==> src/sv/tfc_pkg.sv <==
`default_nettype none

package tfc_pkg;

	// Frame limit and snapshot length width (the limit never exceeds 16 bits)
	localparam int unsigned MAX_FRAME_BYTES_DEF = 8192;
	localparam int unsigned LEN_W               = 16;

	// Configuration register indexes
	localparam int unsigned CFG_IDX_W = 2;
	localparam logic [CFG_IDX_W-1:0] REG_PORT_PRIMARY   = 2'd0;
	localparam logic [CFG_IDX_W-1:0] REG_PORT_ALTERNATE = 2'd1;

	localparam logic [15:0] PORT_PRIMARY_RST   = 16'd443;
	localparam logic [15:0] PORT_ALTERNATE_RST = 16'd8443;

	// Byte positions within the frame
	localparam int unsigned POS_ETHER_HI     = 12;
	localparam int unsigned POS_ETHER_LO     = 13;
	localparam int unsigned POS_IHL          = 14;
	localparam int unsigned POS_PROTO        = 23;
	localparam int unsigned POS_SRC_IP_FIRST = 26;
	localparam int unsigned POS_SRC_IP_LAST  = 29;
	localparam int unsigned POS_DST_IP_FIRST = 30;
	localparam int unsigned POS_DST_IP_LAST  = 33;

	localparam int unsigned ETH_HDR_BYTES  = 14;
	localparam int unsigned IP_PROTO_NEED  = 24;
	localparam int unsigned TCP_PORT_BYTES = 4;
	localparam int unsigned TCP_OFF_POS    = 12;
	localparam int unsigned TCP_OFF_NEED   = 13;
	localparam int unsigned MIN_HDR_BYTES  = 20;
	localparam int unsigned TLS_HDR_BYTES  = 5;

	localparam logic [15:0] ETHERTYPE_IPV4 = 16'h0800;
	localparam logic [7:0]  PROTO_TCP      = 8'd6;
	localparam logic [7:0]  TLS_TYPE_LOW   = 8'd20;
	localparam logic [7:0]  TLS_TYPE_HIGH  = 8'd23;

	// Verdict codes
	localparam logic [2:0] VERDICT_TLS       = 3'd0;
	localparam logic [2:0] VERDICT_NOT_IPV4  = 3'd1;
	localparam logic [2:0] VERDICT_NOT_TCP   = 3'd2;
	localparam logic [2:0] VERDICT_NO_PORT   = 3'd3;
	localparam logic [2:0] VERDICT_MALFORMED = 3'd4;
	localparam logic [2:0] VERDICT_SHORT     = 3'd5;
	localparam logic [2:0] VERDICT_NOT_TLS   = 3'd6;

	typedef struct packed {
		logic [7:0] frame_byte;
		logic       frame_last;
	} frame_in_t;

	typedef struct packed {
		logic [2:0]  verdict;
		logic [31:0] src_address;
		logic [31:0] dst_address;
		logic [15:0] src_port_out;
		logic [15:0] dst_port_out;
		logic [13:0] payload_length;
		logic [7:0]  content_type;
		logic [15:0] record_version;
		logic [15:0] record_length;
	} verdict_out_t;

	// Header fields of one finished frame, handed from capture to judge
	typedef struct packed {
		logic [LEN_W-1:0] len;
		logic [15:0]      ether_kind;
		logic [5:0]       ip_hdr_bytes;
		logic [7:0]       ip_protocol;
		logic [31:0]      src_ip;
		logic [31:0]      dst_ip;
		logic [15:0]      tcp_src;
		logic [15:0]      tcp_dst;
		logic [5:0]       tcp_hdr_bytes;
		logic [39:0]      tls_hdr;
	} snap_t;

endpackage

`default_nettype wire

==> src/sv/tfc_capture.sv <==
`default_nettype none

module tfc_capture #(
	parameter int unsigned MAX_FRAME_BYTES = tfc_pkg::MAX_FRAME_BYTES_DEF
) (
	input  wire logic              clk,
	input  wire logic              arst_n,
	input  wire logic              in_valid,
	output logic                   in_stall,
	input  wire tfc_pkg::frame_in_t in_data,
	output logic                   snap_valid,
	output tfc_pkg::snap_t         snap,
	input  wire logic              take
);
	import tfc_pkg::*;

	localparam int unsigned OFF_W = $clog2(MAX_FRAME_BYTES + 1);
	localparam logic [OFF_W-1:0] OFF_MAX = OFF_W'(MAX_FRAME_BYTES);

	logic             valid_s1;
	logic [7:0]       byte_s1;
	logic             last_s1;
	logic             consume;

	logic             snap_valid_s2;
	snap_t            snap_s2;

	logic [OFF_W-1:0] offset_q, offset_nx;
	logic [15:0]      ether_q, ether_nx;
	logic [5:0]       ihl_q, ihl_nx;
	logic [7:0]       proto_q, proto_nx;
	logic [31:0]      src_ip_q, src_ip_nx;
	logic [31:0]      dst_ip_q, dst_ip_nx;
	logic [15:0]      src_port_q, src_port_nx;
	logic [15:0]      dst_port_q, dst_port_nx;
	logic [5:0]       tcp_hdr_q, tcp_hdr_nx;
	logic [39:0]      tls_q, tls_nx;

	logic [OFF_W-1:0] tcp_base;
	logic [OFF_W-1:0] tcp_pos;
	logic [OFF_W-1:0] pay_pos;

	// A final byte needs room in the snapshot stage; others only update state
	assign consume  = valid_s1 && (!last_s1 || !snap_valid_s2 || take);
	assign in_stall = valid_s1 && !consume;

	always_ff @(posedge clk or negedge arst_n) begin
		if (!arst_n) begin
			valid_s1 <= 1'b0;
		end else if (!in_stall) begin
			valid_s1 <= in_valid;
		end
	end

	always_ff @(posedge clk) begin
		if (!in_stall && in_valid) begin
			byte_s1 <= in_data.frame_byte;
			last_s1 <= in_data.frame_last;
		end
	end

	always_comb begin
		offset_nx   = offset_q;
		ether_nx    = ether_q;
		ihl_nx      = ihl_q;
		proto_nx    = proto_q;
		src_ip_nx   = src_ip_q;
		dst_ip_nx   = dst_ip_q;
		src_port_nx = src_port_q;
		dst_port_nx = dst_port_q;
		tcp_hdr_nx  = tcp_hdr_q;
		tls_nx      = tls_q;

		tcp_base = OFF_W'(ETH_HDR_BYTES) + OFF_W'(ihl_q);
		tcp_pos  = offset_q - tcp_base;
		pay_pos  = tcp_pos - OFF_W'(tcp_hdr_q);

		// Saturate at the frame limit and ignore the bytes beyond it
		if (offset_q < OFF_MAX) begin
			offset_nx = offset_q + OFF_W'(1);

			if (offset_q == OFF_W'(POS_ETHER_HI) || offset_q == OFF_W'(POS_ETHER_LO)) begin
				ether_nx = {ether_q[7:0], byte_s1};
			end else if (offset_q == OFF_W'(POS_IHL)) begin
				ihl_nx = {byte_s1[3:0], 2'b00};
			end else if (offset_q == OFF_W'(POS_PROTO)) begin
				proto_nx = byte_s1;
			end else if (offset_q >= OFF_W'(POS_SRC_IP_FIRST) &&
			             offset_q <= OFF_W'(POS_SRC_IP_LAST)) begin
				src_ip_nx = {src_ip_q[23:0], byte_s1};
			end else if (offset_q >= OFF_W'(POS_DST_IP_FIRST) &&
			             offset_q <= OFF_W'(POS_DST_IP_LAST)) begin
				dst_ip_nx = {dst_ip_q[23:0], byte_s1};
			end

			// TCP fields only behind a sound IP header
			if (ihl_q >= 6'(MIN_HDR_BYTES) && offset_q >= tcp_base) begin
				if (tcp_pos < OFF_W'(2)) begin
					src_port_nx = {src_port_q[7:0], byte_s1};
				end else if (tcp_pos < OFF_W'(TCP_PORT_BYTES)) begin
					dst_port_nx = {dst_port_q[7:0], byte_s1};
				end
				if (tcp_hdr_q >= 6'(MIN_HDR_BYTES) && tcp_pos >= OFF_W'(tcp_hdr_q) &&
				    pay_pos < OFF_W'(TLS_HDR_BYTES)) begin
					case (pay_pos[2:0])
						3'd0: tls_nx[39:32] = byte_s1;
						3'd1: tls_nx[31:24] = byte_s1;
						3'd2: tls_nx[23:16] = byte_s1;
						3'd3: tls_nx[15:8]  = byte_s1;
						default: tls_nx[7:0] = byte_s1;
					endcase
				end
				if (tcp_pos == OFF_W'(TCP_OFF_POS)) begin
					tcp_hdr_nx = {byte_s1[7:4], 2'b00};
				end
			end
		end
	end

	always_ff @(posedge clk or negedge arst_n) begin
		if (!arst_n) begin
			offset_q   <= '0;
			ether_q    <= '0;
			ihl_q      <= '0;
			proto_q    <= '0;
			src_ip_q   <= '0;
			dst_ip_q   <= '0;
			src_port_q <= '0;
			dst_port_q <= '0;
			tcp_hdr_q  <= '0;
			tls_q      <= '0;
		end else if (consume) begin
			if (last_s1) begin
				// Clear for the next frame
				offset_q   <= '0;
				ether_q    <= '0;
				ihl_q      <= '0;
				proto_q    <= '0;
				src_ip_q   <= '0;
				dst_ip_q   <= '0;
				src_port_q <= '0;
				dst_port_q <= '0;
				tcp_hdr_q  <= '0;
				tls_q      <= '0;
			end else begin
				offset_q   <= offset_nx;
				ether_q    <= ether_nx;
				ihl_q      <= ihl_nx;
				proto_q    <= proto_nx;
				src_ip_q   <= src_ip_nx;
				dst_ip_q   <= dst_ip_nx;
				src_port_q <= src_port_nx;
				dst_port_q <= dst_port_nx;
				tcp_hdr_q  <= tcp_hdr_nx;
				tls_q      <= tls_nx;
			end
		end
	end

	always_ff @(posedge clk or negedge arst_n) begin
		if (!arst_n) begin
			snap_valid_s2 <= 1'b0;
		end else if (consume && last_s1) begin
			snap_valid_s2 <= 1'b1;
		end else if (take) begin
			snap_valid_s2 <= 1'b0;
		end
	end

	always_ff @(posedge clk) begin
		if (consume && last_s1) begin
			snap_s2.len           <= LEN_W'(offset_nx);
			snap_s2.ether_kind    <= ether_nx;
			snap_s2.ip_hdr_bytes  <= ihl_nx;
			snap_s2.ip_protocol   <= proto_nx;
			snap_s2.src_ip        <= src_ip_nx;
			snap_s2.dst_ip        <= dst_ip_nx;
			snap_s2.tcp_src       <= src_port_nx;
			snap_s2.tcp_dst       <= dst_port_nx;
			snap_s2.tcp_hdr_bytes <= tcp_hdr_nx;
			snap_s2.tls_hdr       <= tls_nx;
		end
	end

	assign snap_valid = snap_valid_s2;
	assign snap       = snap_s2;

	a_offset_bound: assert property (@(posedge clk) disable iff (!arst_n)
		offset_q <= OFF_MAX)
		else $error("byte offset beyond frame limit");

	a_clear_after_last: assert property (@(posedge clk) disable iff (!arst_n)
		consume && last_s1 |=> offset_q == '0 && tls_q == '0 && ihl_q == '0)
		else $error("frame state not cleared after final byte");

	a_snap_hold: assert property (@(posedge clk) disable iff (!arst_n)
		snap_valid_s2 && !take |=> snap_valid_s2 && $stable(snap_s2))
		else $error("snapshot changed while waiting");

endmodule

`default_nettype wire

==> src/sv/tfc_judge.sv <==
`default_nettype none

module tfc_judge (
	input  wire logic                 clk,
	input  wire logic                 arst_n,
	input  wire logic                 snap_valid,
	input  wire tfc_pkg::snap_t       snap,
	output logic                      take,
	input  wire logic [15:0]          port_primary,
	input  wire logic [15:0]          port_alternate,
	output logic                      out_valid,
	input  wire logic                 out_stall,
	output tfc_pkg::verdict_out_t     out_data
);
	import tfc_pkg::*;

	logic             res_valid_s3;
	verdict_out_t     res_s3;
	verdict_out_t     res;

	logic [LEN_W-1:0] tcp_start;
	logic [LEN_W-1:0] hdr_total;
	logic             port_hit;
	logic             hdrs_ok;
	logic [7:0]       rec_type;

	assign take = !res_valid_s3 || !out_stall;

	always_comb begin
		tcp_start = LEN_W'(ETH_HDR_BYTES) + LEN_W'(snap.ip_hdr_bytes);
		hdr_total = tcp_start + LEN_W'(snap.tcp_hdr_bytes);
		rec_type  = snap.tls_hdr[39:32];
		port_hit  = snap.tcp_src == port_primary   || snap.tcp_dst == port_primary ||
		            snap.tcp_src == port_alternate || snap.tcp_dst == port_alternate;
		hdrs_ok   = snap.ip_hdr_bytes >= 6'(MIN_HDR_BYTES) &&
		            snap.tcp_hdr_bytes >= 6'(MIN_HDR_BYTES);

		// Checks in priority order; a frame ending early is short at that check
		if (snap.len < LEN_W'(ETH_HDR_BYTES)) begin
			res.verdict = VERDICT_SHORT;
		end else if (snap.ether_kind != ETHERTYPE_IPV4) begin
			res.verdict = VERDICT_NOT_IPV4;
		end else if (snap.len < LEN_W'(IP_PROTO_NEED)) begin
			res.verdict = VERDICT_SHORT;
		end else if (snap.ip_protocol != PROTO_TCP) begin
			res.verdict = VERDICT_NOT_TCP;
		end else if (snap.ip_hdr_bytes < 6'(MIN_HDR_BYTES)) begin
			res.verdict = VERDICT_MALFORMED;
		end else if (snap.len < tcp_start + LEN_W'(TCP_PORT_BYTES)) begin
			res.verdict = VERDICT_SHORT;
		end else if (!port_hit) begin
			res.verdict = VERDICT_NO_PORT;
		end else if (snap.len < tcp_start + LEN_W'(TCP_OFF_NEED)) begin
			res.verdict = VERDICT_SHORT;
		end else if (snap.tcp_hdr_bytes < 6'(MIN_HDR_BYTES)) begin
			res.verdict = VERDICT_MALFORMED;
		end else if (snap.len < hdr_total + LEN_W'(TLS_HDR_BYTES)) begin
			res.verdict = VERDICT_SHORT;
		end else if (rec_type < TLS_TYPE_LOW || rec_type > TLS_TYPE_HIGH) begin
			res.verdict = VERDICT_NOT_TLS;
		end else begin
			res.verdict = VERDICT_TLS;
		end

		res.src_address    = snap.src_ip;
		res.dst_address    = snap.dst_ip;
		res.src_port_out   = snap.tcp_src;
		res.dst_port_out   = snap.tcp_dst;
		res.payload_length = (hdrs_ok && snap.len > hdr_total) ?
		                     14'(snap.len - hdr_total) : '0;
		res.content_type   = rec_type;
		res.record_version = snap.tls_hdr[31:16];
		res.record_length  = snap.tls_hdr[15:0];
	end

	always_ff @(posedge clk or negedge arst_n) begin
		if (!arst_n) begin
			res_valid_s3 <= 1'b0;
		end else if (take) begin
			res_valid_s3 <= snap_valid;
		end
	end

	always_ff @(posedge clk) begin
		if (take && snap_valid) begin
			res_s3 <= res;
		end
	end

	assign out_valid = res_valid_s3;
	assign out_data  = res_s3;

	a_advance: assert property (@(posedge clk) disable iff (!arst_n)
		take && snap_valid |=> res_valid_s3)
		else $error("snapshot taken but no result registered");

	a_tls_type: assert property (@(posedge clk) disable iff (!arst_n)
		res_valid_s3 && res_s3.verdict == VERDICT_TLS |->
		res_s3.content_type >= TLS_TYPE_LOW && res_s3.content_type <= TLS_TYPE_HIGH)
		else $error("TLS verdict with record type out of range");

	a_tls_headers: assert property (@(posedge clk) disable iff (!arst_n)
		take && snap_valid && res.verdict == VERDICT_TLS |->
		hdrs_ok && snap.ether_kind == ETHERTYPE_IPV4 && port_hit)
		else $error("TLS verdict without sound headers");

endmodule

`default_nettype wire

==> src/sv/tls_frame_classifier.sv <==
// A verdict reaches out_valid after the frame's final byte is accepted, through the input
// register, the header snapshot register and the result register.
// Throughput: one byte per cycle, frames back to back; the input stalls only while a
// finished verdict waits in both the snapshot and the result register.
// Reset: ports return to 443 and 8443 and all frame state clears; no clearing pass.
`default_nettype none

module tls_frame_classifier #(
	parameter int unsigned MAX_FRAME_BYTES = tfc_pkg::MAX_FRAME_BYTES_DEF
) (
	input  wire logic                              clk,
	input  wire logic                              arst_n,
	input  wire logic                              in_valid,
	output logic                                   in_stall,
	input  wire tfc_pkg::frame_in_t                in_data,
	output logic                                   out_valid,
	input  wire logic                              out_stall,
	output tfc_pkg::verdict_out_t                  out_data,
	input  wire logic                              cfg_valid,
	output logic                                   cfg_ready,
	input  wire logic [tfc_pkg::CFG_IDX_W-1:0]     cfg_index,
	input  wire logic [15:0]                       cfg_data
);
	import tfc_pkg::*;

	logic [15:0] port_primary_q;
	logic [15:0] port_alternate_q;
	logic        snap_valid;
	snap_t       snap;
	logic        take;

	assign cfg_ready = 1'b1;

	always_ff @(posedge clk or negedge arst_n) begin
		if (!arst_n) begin
			port_primary_q   <= PORT_PRIMARY_RST;
			port_alternate_q <= PORT_ALTERNATE_RST;
		end else if (cfg_valid && cfg_ready) begin
			unique case (cfg_index)
				REG_PORT_PRIMARY:   port_primary_q   <= cfg_data;
				REG_PORT_ALTERNATE: port_alternate_q <= cfg_data;
				default: ;
			endcase
		end
	end

	tfc_capture #(
		.MAX_FRAME_BYTES(MAX_FRAME_BYTES)
	) u_capture (
		.clk       (clk),
		.arst_n    (arst_n),
		.in_valid  (in_valid),
		.in_stall  (in_stall),
		.in_data   (in_data),
		.snap_valid(snap_valid),
		.snap      (snap),
		.take      (take)
	);

	tfc_judge u_judge (
		.clk           (clk),
		.arst_n        (arst_n),
		.snap_valid    (snap_valid),
		.snap          (snap),
		.take          (take),
		.port_primary  (port_primary_q),
		.port_alternate(port_alternate_q),
		.out_valid     (out_valid),
		.out_stall     (out_stall),
		.out_data      (out_data)
	);

endmodule

`default_nettype wire

==> config.mk <==
export PLATFORM = sky130hd
export DESIGN_NAME = tls_frame_classifier
export DESIGN_NICKNAME = d
export VERILOG_FILES = /design/src/sv/tfc_pkg.sv /design/src/sv/tfc_capture.sv /design/src/sv/tfc_judge.sv /design/src/sv/tls_frame_classifier.sv
export SDC_FILE = /design/constraint.sdc
export NUM_CORES = 1
export LEC_CHECK = 0
export BUFFER_PORTS_ARGS = -buffer_cell sky130_fd_sc_hd__buf_4
export CAP_MARGIN = 10
export CORE_AREA = 10 10 264 266
export CTS_CLUSTER_DIAMETER = 100
export CTS_CLUSTER_SIZE = 40
export DETAILED_ROUTE_END_ITERATION = 10
export DIE_AREA = 0 0 274 276
export GPL_TIMING_DRIVEN = 0
export PLACE_DENSITY_LB_ADDON = 0.12
export SLEW_MARGIN = 20
export SYNTH_ARGS = -nofsm -noshare
export SYNTH_HDL_FRONTEND = slang
export SYNTH_HIERARCHICAL = 1
export SYNTH_SLANG_ARGS = --single-unit
==> constraint.sdc <==
create_clock -name clk -period 6.7 [get_ports clk]
set_input_delay 0.67 -clock clk [delete_from_list [all_inputs] [get_ports clk]]
set_output_delay 0.67 -clock clk [all_outputs]
set_load 0.02 [all_outputs]
==> results.md, run 1 <==
Power and ir drop:
- The net switching component of the power is roughly 2000 uW.
- The switching share of power is 0.2796.
- The peak ir drop on the vdd network is 0.1606 mV.
- The internal cell power is ~5100 uW.
- The fraction of power consumed by the clock network is 0.289.
- The share of total power dissipated in sequential elements is 0.581.
- The combinational share of power is 0.130.
- Dividing total power by cell area gives a power density of ~250 nW/um^2.
- For this design the static power due to leakage is 0.01149 uW.

STA:
- Timing would allow up to 184.5 MHz.
- In this run the tightest slew margin relative to its limit is 0.2848.
- The transition time at the pin with the least slew margin is about 1.1 ns.
- The setup skew after layout is 0.05877 ns.
- Setup violations remaining at the end of the flow were counted as 0.
- The max-slew violation count came to 0.
- Setup slack closes at 1.279 ns.
- The smallest clock period supported by the final layout is computed as 5.421 ns.
- Setup repair after global routing left no endpoint under its margin.
- The final-report hold violation count is 0.
- Of the available clock period, the critical path in the final layout requires 0.8091.

Critical path:
- The worst stage delay on the critical path is 0.79 ns.
- The largest fanout on the critical path is 9.
- The most used cell along the critical path is ha_1.
- The worst setup path startpoint is u_capture/offset_q[0].
- STA classifies the critical path endpoint as a register.
- The minimum setup slack among reg-to-reg paths is 1.28 ns.
- The worst setup path is of the reg -> reg kind.
- The startpoint class of the critical path is a register.
- The origin of the critical flop-to-flop path is u_capture/offset_q[0].
- The critical path goes through inv_1, ha_1, fa_1, nand2b_1, a21boi_0, o21ai_0, and2_1, ha_1, or2_2, o31a_1, nor4b_1, o2111ai_1, a21oi_1, o22ai_1.
- In this run the critical register-to-register path is captured at u_capture/tls_q[5].
- The critical path required time is 7.20 ns.
- The cell depth of the worst flop-to-flop path is 14.
- The arrival time at the worst endpoint is 5.92 ns.
- Counting both buffers and inverters, the worst setup path holds a total of 1.
- The slowest cell on the critical path is nor4b_1.
- The family with the most delay on the worst path is compound AO/OA/AOI/OAI gates.

Drt:
- The number of remaining DRC errors is 0.
- Dividing the detail-routed via count by the number of cells gives 5.350.
- The number of iterations in the first detailed-routing pass is 5.
- After detailed routing, the average wire length per cell comes to 21.38 um.
- The violation count after the first detailed-route iteration is 1413.
- The final route contains 16300 vias.
- After detailed routing, the total wire length is 65140 um.
- In this run the remaining antenna-violating nets after routing total 0.

Clocking:
- Clock latency on the worst-skew pair, taken at its later pin, is 0.64 ns.
- No sink is reached through more buffers than the 3 on the longest clock path.
- CTS saw 569 sinks.
- The library cell used as clock root buffer is clkbuf_16.
- The clock edge transition at the registers on the reported setup and hold paths is 0.14 ns.
- The TritonCTS clock tree is done.
- The clock buffer count from CTS is 24.
- The CTS H-tree depth is 1.

Floorplan:
- The die is 276 um tall.
- Measured along the x axis, the die boundary spans 274 um.
- The initial core utilization is 0.3971.
- After floorplanning, the core was divided into 93 placement rows.
- The core region is between 60000 and 70000 sq um.
- The I/O pin count is between 150 and 200.
- The floorplan step defined a die boundary enclosing about 76000 sq um.

Yosys:
- The count of cell types in the netlist is 90.
- The count of flip-flops with a built-in enable after synthesis is 348.
- The number of warning messages in the yosys log is 6.
- The most frequently used cell type in the post-synthesis netlist is edfxtp_1.
- For this run, the register share of the synthesized area comes to 0.6283.
- The share of synthesized area in the top cell type comes to 0.4104.
- In the synthesized netlist the async set-or-reset flop fraction comes to 0.3884.
- After technology mapping, the gate count stands at between 1500 and 2000.
- The post-synthesis cell area is around 25000 sq um.
- The post-synthesis register bit count is 569.
- After synthesis, the cell types taking the most area are edfxtp_1, dfrtp_1, mux2_2, nand2_1, ha_1.
- The top cell type by total area after synthesis is edfxtp_1.
- The synthesized area per cell is 13.04 sq um.
- Among all flip-flop cells after synthesis, the most frequent one is edfxtp_1.
- In the synthesized netlist, the cells that appear most often are edfxtp_1, nand2_1, dfrtp_1, mux2_2, o21ai_0.

Flow run:
- Across the run, the number of max-cap violations was 0.

Placed design:
- The HPWL after detailed placement is 46370 um.
- Routability-driven placement finished with a final weighted congestion of 0.8666.
- The count of input and output buffers is 186.
- The number of placed instances, taps included is 3002.
- The pre-CTS setup slack is 1.354 ns.

Min path:
- The worst hold path begins at in_data[4].
- The class of the tightest hold or removal check is in -> reg.
- Along the worst hold path, the cell count comes to 1.
- The sink of the worst hold path is u_capture/byte_s1[3].

Global routing:
- The number of global-route vias before repair is 16320.
- The total congestion overflow is 0.
- The initial antenna violation count came to 0.
- Entering global routing, the biggest net connects 96 pins.
- The overall track demand over capacity in global routing is 0.1677.
- The first-pass GRT wire length is 100700 um.

Layout:
- At the end of the flow the core is filled with cells to 0.4535.
- The number of nets in the finished design is between 2000 and 2500.
- The final cell count without fillers is around 3000.
- The fraction of final layout cells sized beyond drive strength 1 is 0.2144.
- The synthesis-to-layout area growth is 14.19%.
- The antenna diode count is 0.

Run status:
- The run finished with clean final reports.
[power by group through the flow]
stage          registers [uW]  clock network (uW)  logic, uW
2_1_floorplan            4260                   0        526
3_3_place_gp             4250                   0        903
3_5_place_dp             4220                   0        933
4_1_cts                  4150                2130        940
5_1_grt                  4170                2260       1030
6_report                 4140                2060        930
[flip-flops by register name, summed over array words and instances, names as in the netlist]
register              flops
port_primary_q           16
u_capture/dst_port_q     16
u_capture/tls_q          40
u_capture/last_s1         1
u_judge/out_valid         1
u_capture/byte_s1         8
u_capture/src_port_q     16
u_capture/proto_q         8
u_capture/dst_ip_q       32
u_capture/src_ip_q       32
u_capture/valid_s1        1
port_alternate_q         16
u_capture/snap_valid      1
u_capture/ihl_q           6
u_capture/tcp_hdr_q       6
u_judge/out_data        153
u_capture/offset_q       14
u_capture/ether_q        16
u_capture/snap          186
[per-layer routing]
layer	vias up	GRT usage	part of all wire
met4	0	0.02642	0.011
li1	7611	-	-
met1	8254	0.2382	0.46
met2	381	0.2750	0.48
met3	55	0.02096	0.047
met5	-	0	0
[how the worst max path moves through the flow]
stage	end	slack (ns)	depth (start not counted)
CTS	u_capture/tls_q[5]	1.30	14
global placement	u_capture/snap_valid	-1.33	9
finish	u_capture/tls_q[5]	1.28	14
floorplan	u_capture/snap_valid	1.18	8
global route	u_capture/tls_q[5]	0.83	14
detailed placement	u_capture/tls_q[5]	1.35	14
[through the flow]
stage	instance area, sq um	TNS [ns]	total power [uW]	hold slack (ns)
floorplan	25470	0	4790	0.3744
global placement	27940	-227.73	5150	0.4018
detailed placement	28110	0	5154	0.4045
CTS	29080	0	7217	0.1709
global route	29080	0	7457	0.1638
finish	29080	0	7132	0.1980
[cells in the final DEF, fill, tap and decap left out, types with 9 or more instances in the layout]
cell	netlist	final
nor2_1	41	41
inv_1	47	46
o211ai_1	46	46
clkbuf_16	0	24
nand2b_1	12	12
o31ai_1	9	9
nand2_1	274	274
nand4_1	28	28
or3_1	10	10
clkbuf_1	79	82
xor2_1	15	15
xnor2_1	89	89
edfxtp_1	348	348
dfrtp_1	206	206
mux2_2	184	184
buf_1	9	9
nor4_1	15	14
and3_1	24	24
nor2b_1	13	13
nor3_1	12	12
o21ai_0	98	98
a21o_1	11	11
dfstp_2	15	15
buf_4	6	192
a22o_1	41	41
a21oi_1	31	31
and2_1	17	16
o22ai_1	12	12
nand3_1	61	61
ha_1	63	63
[kinds of logic (layout without fill, tap and decap cells)]
family,count (synthesis),count (layout),share of synthesized area
flip-flops,569,569,0.6283
AND/OR/NAND/NOR,543,543,0.1030
AO/OA/AOI/OAI,328,328,0.09007
multiplexers,186,186,0.08216
buffers and inverters,150,387,0.02437
XOR/XNOR,106,106,0.03754
adder cells (fa/ha/maj),67,67,0.03410
other,3,6,0.0004422
[timing repair]
item / in CTS / in global routing
hold endpoints to repair: 38 / 0
setup buffers: 0 / 0
hold buffers: 1 / 0
gates resized for setup: 0 / 0
[final cells by class]
cell class	count	area, sq um
buffer	102	440.4
multi-input combinational	1236	8864
sequential	569	16000
timing repair buffer	193	1559
clock buffer	27	611.8
tap	855	1070
fill	5760	35040
inverter	48	187.7
clock inverter	17	345.3
(Power assumes the default switching activity.)
==> run 2, diff against run 1 <==
==> constraint.sdc (replaced) <==
create_clock -name clk -period 5.4 [get_ports clk]
set_input_delay 0.54 -clock clk [delete_from_list [all_inputs] [get_ports clk]]
set_output_delay 0.54 -clock clk [all_outputs]
set_load 0.02 [all_outputs]
==> run 2 against run 1 <==
Via count is essentially flat; count of clock-buffer cells in the layout did not move; total power grew 24%; first-iteration DRC count fell by 1.8%; clock power is 24% higher; sequential share of layout area about the same; die area did not move; sequential power grew 24%; combinational power rose by 24%; routed wire length about the same; critical path type unchanged; largest cell class unchanged; highest routed layer unchanged.
==> results.md, run 2 (synthesis gave the netlist of run 1 again) <==
Run status:
- The run finished with clean final reports.

Placed design:
- The number of placed instances, taps included is 3002 (unchanged).
- The HPWL after detailed placement came to 46370 um (unchanged).
- The routability congestion estimate is 0.8666 (unchanged).
- The count of input and output buffers came to 186 (unchanged).

Drt:
- The number of iterations in the first detailed-routing pass is 5 (unchanged).
- The residual antenna-violating net count after detailed routing was 0 (unchanged).
- The violation count after the first detailed-route iteration came to 1387 (-1.8%).
- The total routed wirelength is 65180 um (about the same).
- The average wire length per cell after detail routing is 21.39 um (about the same).
- The via count is 16300 (+0.018%).
- The number of remaining DRC errors came to 0 (unchanged).
- The post-detailed-route via-to-cell ratio is 5.349 (about the same).

Clocking:
- The clock edge transition at the registers on the reported setup and hold paths is 0.14 ns (about the same).
- The cell sitting at the root of the clock tree is a clkbuf_16.
- The clock buffer count from CTS is 24 (unchanged).
- The CTS H-tree depth was 1 (unchanged).
- The clock latency reported for the late side of the worst-skew pair is 0.64 ns (about the same).
- The deepest clock path buffer count came to 3 (unchanged).
- The TritonCTS clock tree is done.
- The clock net sink count is 569 (unchanged).

Floorplan:
- The standard-cell row count came to 93 (unchanged).
- The die height is 276 um (unchanged).
- The die footprint is 75620 sq um (unchanged).
- The area inside the core boundary came to 64120 sq um (unchanged).
- The initial core utilization was 0.3971 (unchanged).
- The I/O pin count came to 188 (unchanged).
- The die extent in x is 274 um (unchanged).

STA:
- The max-slew violation count came to 0 (unchanged).
- The worst max-slew margin expressed relative to the limit is 0.3891 (+0.1043).
- The hold slack is 0.06878 ns (-0.1293 ns).
- The transition time at the pin with the least slew margin is 0.9141 ns (-0.1576 ns).
- The final critical-path required period is 5.127 ns (-0.2937 ns).
- The final number of setup-violating endpoints is 0 (unchanged).
- The setup skew after layout was 0.05882 ns (+0.00005490 ns).
- The final-report hold violation count came to 0 (unchanged).
- The part of the cycle the worst path needs is 0.9495 (+0.1404).
- Setup repair after global routing left no endpoint under its margin.
- The sum of negative setup slack is 0 ns (unchanged).
- The top achievable clock speed is 195.0 MHz (+5.7%).

Global routing:
- The number of global-route vias before repair is 16320 (unchanged).
- The total congestion overflow is 0 (unchanged).
- The initial antenna violation count is 0 (unchanged).
- The pin count of the biggest net entering global routing came to 96 (unchanged).
- The first-pass GRT wire length is 100700 um (unchanged).
- The overall track demand over capacity in global routing is 0.1677 (unchanged).

Layout:
- The final cell count without fillers is 3048 (+0.033%).
- The top cell types in the final layout, fill and taps aside, are edfxtp_1, nand2_1, dfrtp_1.
- The total area of multi-input combinational cells is 8880 sq um (+0.18%).
- The number of filler cells placed in the layout was 5754 (-0.10%).
- The register area came to 16000 sq um (unchanged).
- The synthesis-to-layout area growth is 14.26% (about the same).
- The number of nets in the finished design is 2273 (unchanged).
- The flip-flop count of the largest register after layout is 186 (unchanged).
- The fraction of final layout cells sized beyond drive strength 1 is 0.2158 (+0.001369).
- The utilization after layout is 0.4538 (about the same).
- The most common library cell in the layout ignoring fill and taps is edfxtp_1.

Critical path:
- STA classifies the critical path startpoint as a register.
- The slowest stage of the critical path is the o2111ai_1 cell.
- The critical path capture point type is a register.
- The worst path buffer plus inverter count is 3 (+2).
- The most used cell along the critical path is ha_1.
- The critical path required time is 5.76 ns (-1.44 ns).
- The worst stage delay on the critical path is 0.63 ns (-0.16 ns).
- The kind of critical path is reg -> reg.
- The family with the most delay on the worst path is compound AO/OA/AOI/OAI gates.
- The arrival time at the worst endpoint is 5.49 ns (-0.43 ns).
- The largest fanout on the critical path was 10 (+1).
- The signal on the critical path passes through inv_1, ha_1, fa_1, nand2b_1, a21boi_0, o21ai_0, and2_1, ha_1, a211oi_1, xnor3_1, and3_1, buf_1, o2111ai_1, clkbuf_1, mux2_2.

Flow run:
- The max-cap check violation count is 0 (unchanged).

Min path:
- The class of the tightest hold or removal check is in -> reg.

Power and ir drop:
- The cell leakage power was 0.01149 uW (about the same).
- The final total power came to 8850 uW (+24%).
- The power density relative to cell area was 304.2 nW/um^2 (+24%).
- The peak ir drop on the vdd network is 0.1989 mV (+24%).
## run 2: cell count changes in the layout (fill, tap and decap cells not counted)
cell       before  now
diode_2         0    1
a21oi_2         0    1
a21oi_1        31   30
nor4b_1         4    3
o2111ai_2       0    1
o2111ai_1       6    5
nor4b_2         1    2
## run 2: path summary, 6_finish.rpt
path | startpoint | to | slack [ns] | cells after the start
setup / recovery | u_capture/offset_q[0] | u_capture/snap[23] | 0.27 | 15
hold / removal | in_data[4] | u_capture/byte_s1[3] | 0.07 | 1
setup reg to reg | u_capture/offset_q[0] | u_capture/snap[23] | 0.27 | 15
hold reg to reg | u_capture/snap[108] | u_judge/out_data[116] | 0.43 | 0
max in group asynchronous | arst_n | u_capture/dst_ip_q[15] | 3.78 | 4
min in group asynchronous | arst_n | u_capture/src_ip_q[29] | 0.39 | 2
## run 2: stage by stage
step,setup WS (ns),area (sq um)
final,0.2728,29100
after global routing,0.03191,29090
after CTS,0.00003508,29080
after detailed placement,0.05403,28110
after global placement,-2.496,27940
after floorplan,0.007189,25470
## run 2: worst register-to-register path, stage by stage, from the launching register on
cell	delay, ns
dfrtp_1	0.44
inv_1	0.13
ha_1	0.25
fa_1	0.42
nand2b_1	0.23
a21boi_0	0.36
o21ai_0	0.15
and2_1	0.17
ha_1	0.31
a211oi_1	0.29
xnor3_1	0.26
and3_1	0.19
buf_1	0.16
o2111ai_1	0.63
clkbuf_1	0.48
mux2_2	0.41
## run 2: timing repair
item / 4_1_cts / 5_1_grt
endpoints found under the hold margin: 44 / 0
endpoints found under the setup margin: 0 / 32
hold buffers: 1 / 0
gates resized for setup: 0 / 3
setup buffers: 0 / 0
## run 2: layout make-up
cell class | instances | share of cell area
diodes | 1 | 0.00008601
plain buffers | 102 | 0.01514
clock buffers | 27 | 0.02103
clock inverters | 17 | 0.01187
inverters | 48 | 0.006451
multi-input cells | 1236 | 0.3052
flip-flops and latches | 569 | 0.5499
well taps | 855 | 0.03677
repair buffers | 193 | 0.05358
## run 2: routing by layer
| layer | global-route usage | wire length (um) |
|---|---|---|
| met1 | 0.2382 | 29970 |
| met2 | 0.2750 | 31370 |
| met3 | 0.02096 | 3107 |
| met4 | 0.02642 | 732 |
| met5 | 0 | 0 |
## run 2: where the power goes
part / leakage [uW] / internal [uW] / switching, uW
combinational: 0.00477 / 473 / 681
sequential: 0.00627 / 4940 / 199
clock: 0.000442 / 958 / 1590
total: 0.0115 / 6370 / 2470
==> run 3, diff against run 2 <==
==> constraint.sdc (replaced) <==
create_clock -name clk -period 5.1 [get_ports clk]
set_input_delay 0.51 -clock clk [delete_from_list [all_inputs] [get_ports clk]]
set_output_delay 0.51 -clock clk [all_outputs]
set_load 0.02 [all_outputs]
==> run 3 against run 2 <==
Design area grew 0.52%; sequential power up 5.8%; non-clock buffer count increased by 5; setup slack worse by 0.016 ns; core utilization increased by 0.23 points; clock power grew 7%; critical path depth is 1 higher; global-route usage is 0.075 points higher; via count barely moved; hold slack worse by 0.018 ns; combinational power increased by 8%; highest routed layer unchanged.
==> results.md, run 3 (synthesis gave the netlist of run 1 again) <==
Run status:
- The run finished with clean final reports.

STA:
- The final worst slack is 0.2571 ns (-0.01568 ns).
- The part of the cycle the worst path needs is 0.9496 (about the same).
- The final-report hold violation count is 0 (unchanged).
- The max-slew violation count is 0 (unchanged).
- The final number of setup-violating endpoints was 0 (unchanged).
- Setup repair after global routing could not meet its margin everywhere.
- The top achievable clock speed was 206.5 MHz (+5.9%).
- The transition time at the pin with the least slew margin was 0.9337 ns (+0.01960 ns).
- The final critical-path required period is 4.843 ns (-0.2843 ns).
- The worst max-slew margin expressed relative to the limit is 0.3775 (-0.01153).
- The setup skew after layout is 0.04906 ns (-0.009766 ns).

Clocking:
- The buffer count from post-CTS setup fixing is 0 (unchanged).
- The CTS H-tree depth is 1 (unchanged).
- TritonCTS built the clock tree.
- The deepest clock path buffer count was 3 (unchanged).
- The library cell used as clock root buffer is clkbuf_16.
- The clock buffer count from CTS is 24 (unchanged).
- The clock latency reported for the late side of the worst-skew pair was 0.62 ns (-0.02 ns).
- The clock net sink count came to 569 (unchanged).
- The clock edge transition at the registers on the reported setup and hold paths is 0.14 ns (about the same).

Drt:
- The residual antenna-violating net count after detailed routing was 0 (unchanged).
- The via count is 16290 (-0.061%).
- The violation count after the first detailed-route iteration is 1191 (-14%).
- The average wire length per cell after detail routing was 21.44 um (+0.26%).
- The total routed wirelength is 65440 um (+0.39%).
- The number of remaining DRC errors came to 0 (unchanged).
- The post-detailed-route via-to-cell ratio was 5.339 (-0.19%).
- The number of iterations in the first detailed-routing pass is 5 (unchanged).

Power and ir drop:
- The cell leakage power is 0.01154 uW (+0.43%).
- The power density relative to cell area is 321.8 nW/um^2 (+5.8%).
- The peak ir drop on the vdd network was 0.2121 mV (+6.6%).

Critical path:
- The slowest cell on the critical path is clkbuf_1.
- The origin of the critical flop-to-flop path is u_capture/ihl_q[1].
- Tracing the worst setup path back leads to its startpoint at u_capture/ihl_q[1].
- The worst stage delay on the critical path is 0.45 ns (-0.18 ns).
- The cell depth of the worst flop-to-flop path is 16 (+1).
- The critical path required time is 5.48 ns (-0.28 ns).
- The kind of critical path is reg -> reg.
- STA classifies the critical path endpoint as a register.
- The family with the most delay on the worst path is adder cells.
- In this run the worst setup path terminates at u_capture/snap[12].
- The worst path buffer plus inverter count came to 3 (unchanged).
- The critical path goes through inv_1, ha_1, xnor2_1, ha_1, or3_1, and2_1, ha_1, nor2_1, a21oi_1, a211oi_1, xnor3_1, and3_1, buf_1, o2111ai_2, clkbuf_1, mux2_2.
- The arrival time at the worst endpoint is 5.22 ns (-0.27 ns).
- By instance count, the cell type seen most on the critical path is ha_1.
- The minimum setup slack among reg-to-reg paths was 0.26 ns (-0.02 ns).
- The number of cells on the critical path is 16 (+1).
- The critical register-to-register path endpoint is u_capture/snap[12].
- The largest fanout on the critical path came to 10 (unchanged).
- The startpoint class of the critical path is a register.

Placed design:
- The pre-CTS setup slack is -0.3142 ns (-0.3682 ns).
- The number of placed instances, taps included is 3007 (+0.17%).
- The routability congestion estimate is 0.8607 (-0.68%).
- The count of input and output buffers is 186 (unchanged).
- The HPWL after detailed placement is 46960 um (+1.3%).

Layout:
- Leaving out fill and tap cells, the most frequent cells in the layout are edfxtp_1, nand2_1, dfrtp_1.
- The most common library cell in the layout ignoring fill and taps is edfxtp_1.
- The number of filler cells placed in the layout came to 5841 (+1.5%).
- The total area of multi-input combinational cells came to 8925 sq um (+0.51%).
- The fraction of final layout cells sized beyond drive strength 1 is 0.2203 (+0.004516).
- The flip-flop count of the largest register after layout is 186 (unchanged).
- The final cell count without fillers is 3052 (+0.13%).
- The register area is 16000 sq um (unchanged).
- The number of nets in the finished design is 2278 (+0.22%).
- The antenna diode count was 0 (-1).
- The synthesis-to-layout area growth is 14.85%.
- The utilization after layout is 0.4561 (+0.002341).

Floorplan:
- The area inside the core boundary is 64120 sq um (unchanged).
- The standard-cell row count is 93 (unchanged).
- The die footprint was 75620 sq um (unchanged).
- The initial core utilization is 0.3971 (unchanged).
- The die height is 276 um (unchanged).
- The I/O pin count is 188 (unchanged).
- The die extent in x is 274 um (unchanged).

Global routing:
- The pin count of the biggest net entering global routing came to 85 (-11%).
- The total congestion overflow was 0 (unchanged).
- The first-pass GRT wire length is 101200 um (+0.49%).
- The overall track demand over capacity in global routing came to 0.1684 (+0.0007521).
- The initial antenna violation count was 0 (unchanged).
- The number of global-route vias before repair is 16440 (+0.74%).

Min path:
- The tightest min-delay check is of the in -> reg type.

Flow run:
- The max-cap check violation count is 0 (unchanged).
[run 3: cell type report]
cell class,count,area share
clock inverter,17,0.01215
timing repair buffer,198,0.05673
clock buffer,27,0.02092
inverter,48,0.006289
sequential,569,0.5471
multi-input combinational,1236,0.3052
tap,855,0.03658
buffer,102,0.01510
[run 3: power by group]
part | internal [uW] | leakage, uW | total [uW] | switching [uW]
Sequential | 5230 | 0.00627 | 5440 | 207
Clock | 1060 | 0.000451 | 2730 | 1670
Combinational | 511 | 0.00482 | 1240 | 726
Total | 6800 | 0.0115 | 9410 | 2610
[run 3: metrics by stage]
step                      cell area (sq um)  setup TNS (ns)  power (uW)  hold slack (ns)
after global placement                27940         -452.06        6758           0.4042
after global routing                  29250        -0.02722        9838          0.01851
after CTS                             29200               0        9526          0.01812
final                                 29250               0        9410          0.05036
after floorplan                       25480               0        6288           0.2144
after detailed placement              28210          -2.364        6781           0.4045
[run 3: per-layer routing]
layer,GRT usage,wire length [um],share of wire
met5,0,0,0
met1,0.2377,29930,0.46
met2,0.2770,31490,0.48
met4,0.02684,804,0.012
met3,0.02217,3215,0.049
[run 3: how the worst min path moves through the flow]
stage	depth (start not counted)	to	slack, ns	from
global route	1	u_capture/byte_s1[7]	0.02	in_data[8]
global placement	0	u_judge/out_data[97]	0.40	u_capture/snap[89]
finish	1	u_capture/byte_s1[6]	0.05	in_data[7]
CTS	1	u_capture/byte_s1[0]	0.02	in_data[1]
detailed placement	0	u_judge/out_data[104]	0.40	u_capture/snap[96]
floorplan	0	port_alternate_q[10]	0.21	arst_n
[run 3: timing repair]
item / 4_1_cts / 5_1_grt
setup endpoints to repair: 11 / 66
pin swaps: 0 / 0
hold buffers: 1 / 0
gates resized for setup: 4 / 9
endpoints found under the hold margin: 64 / 0
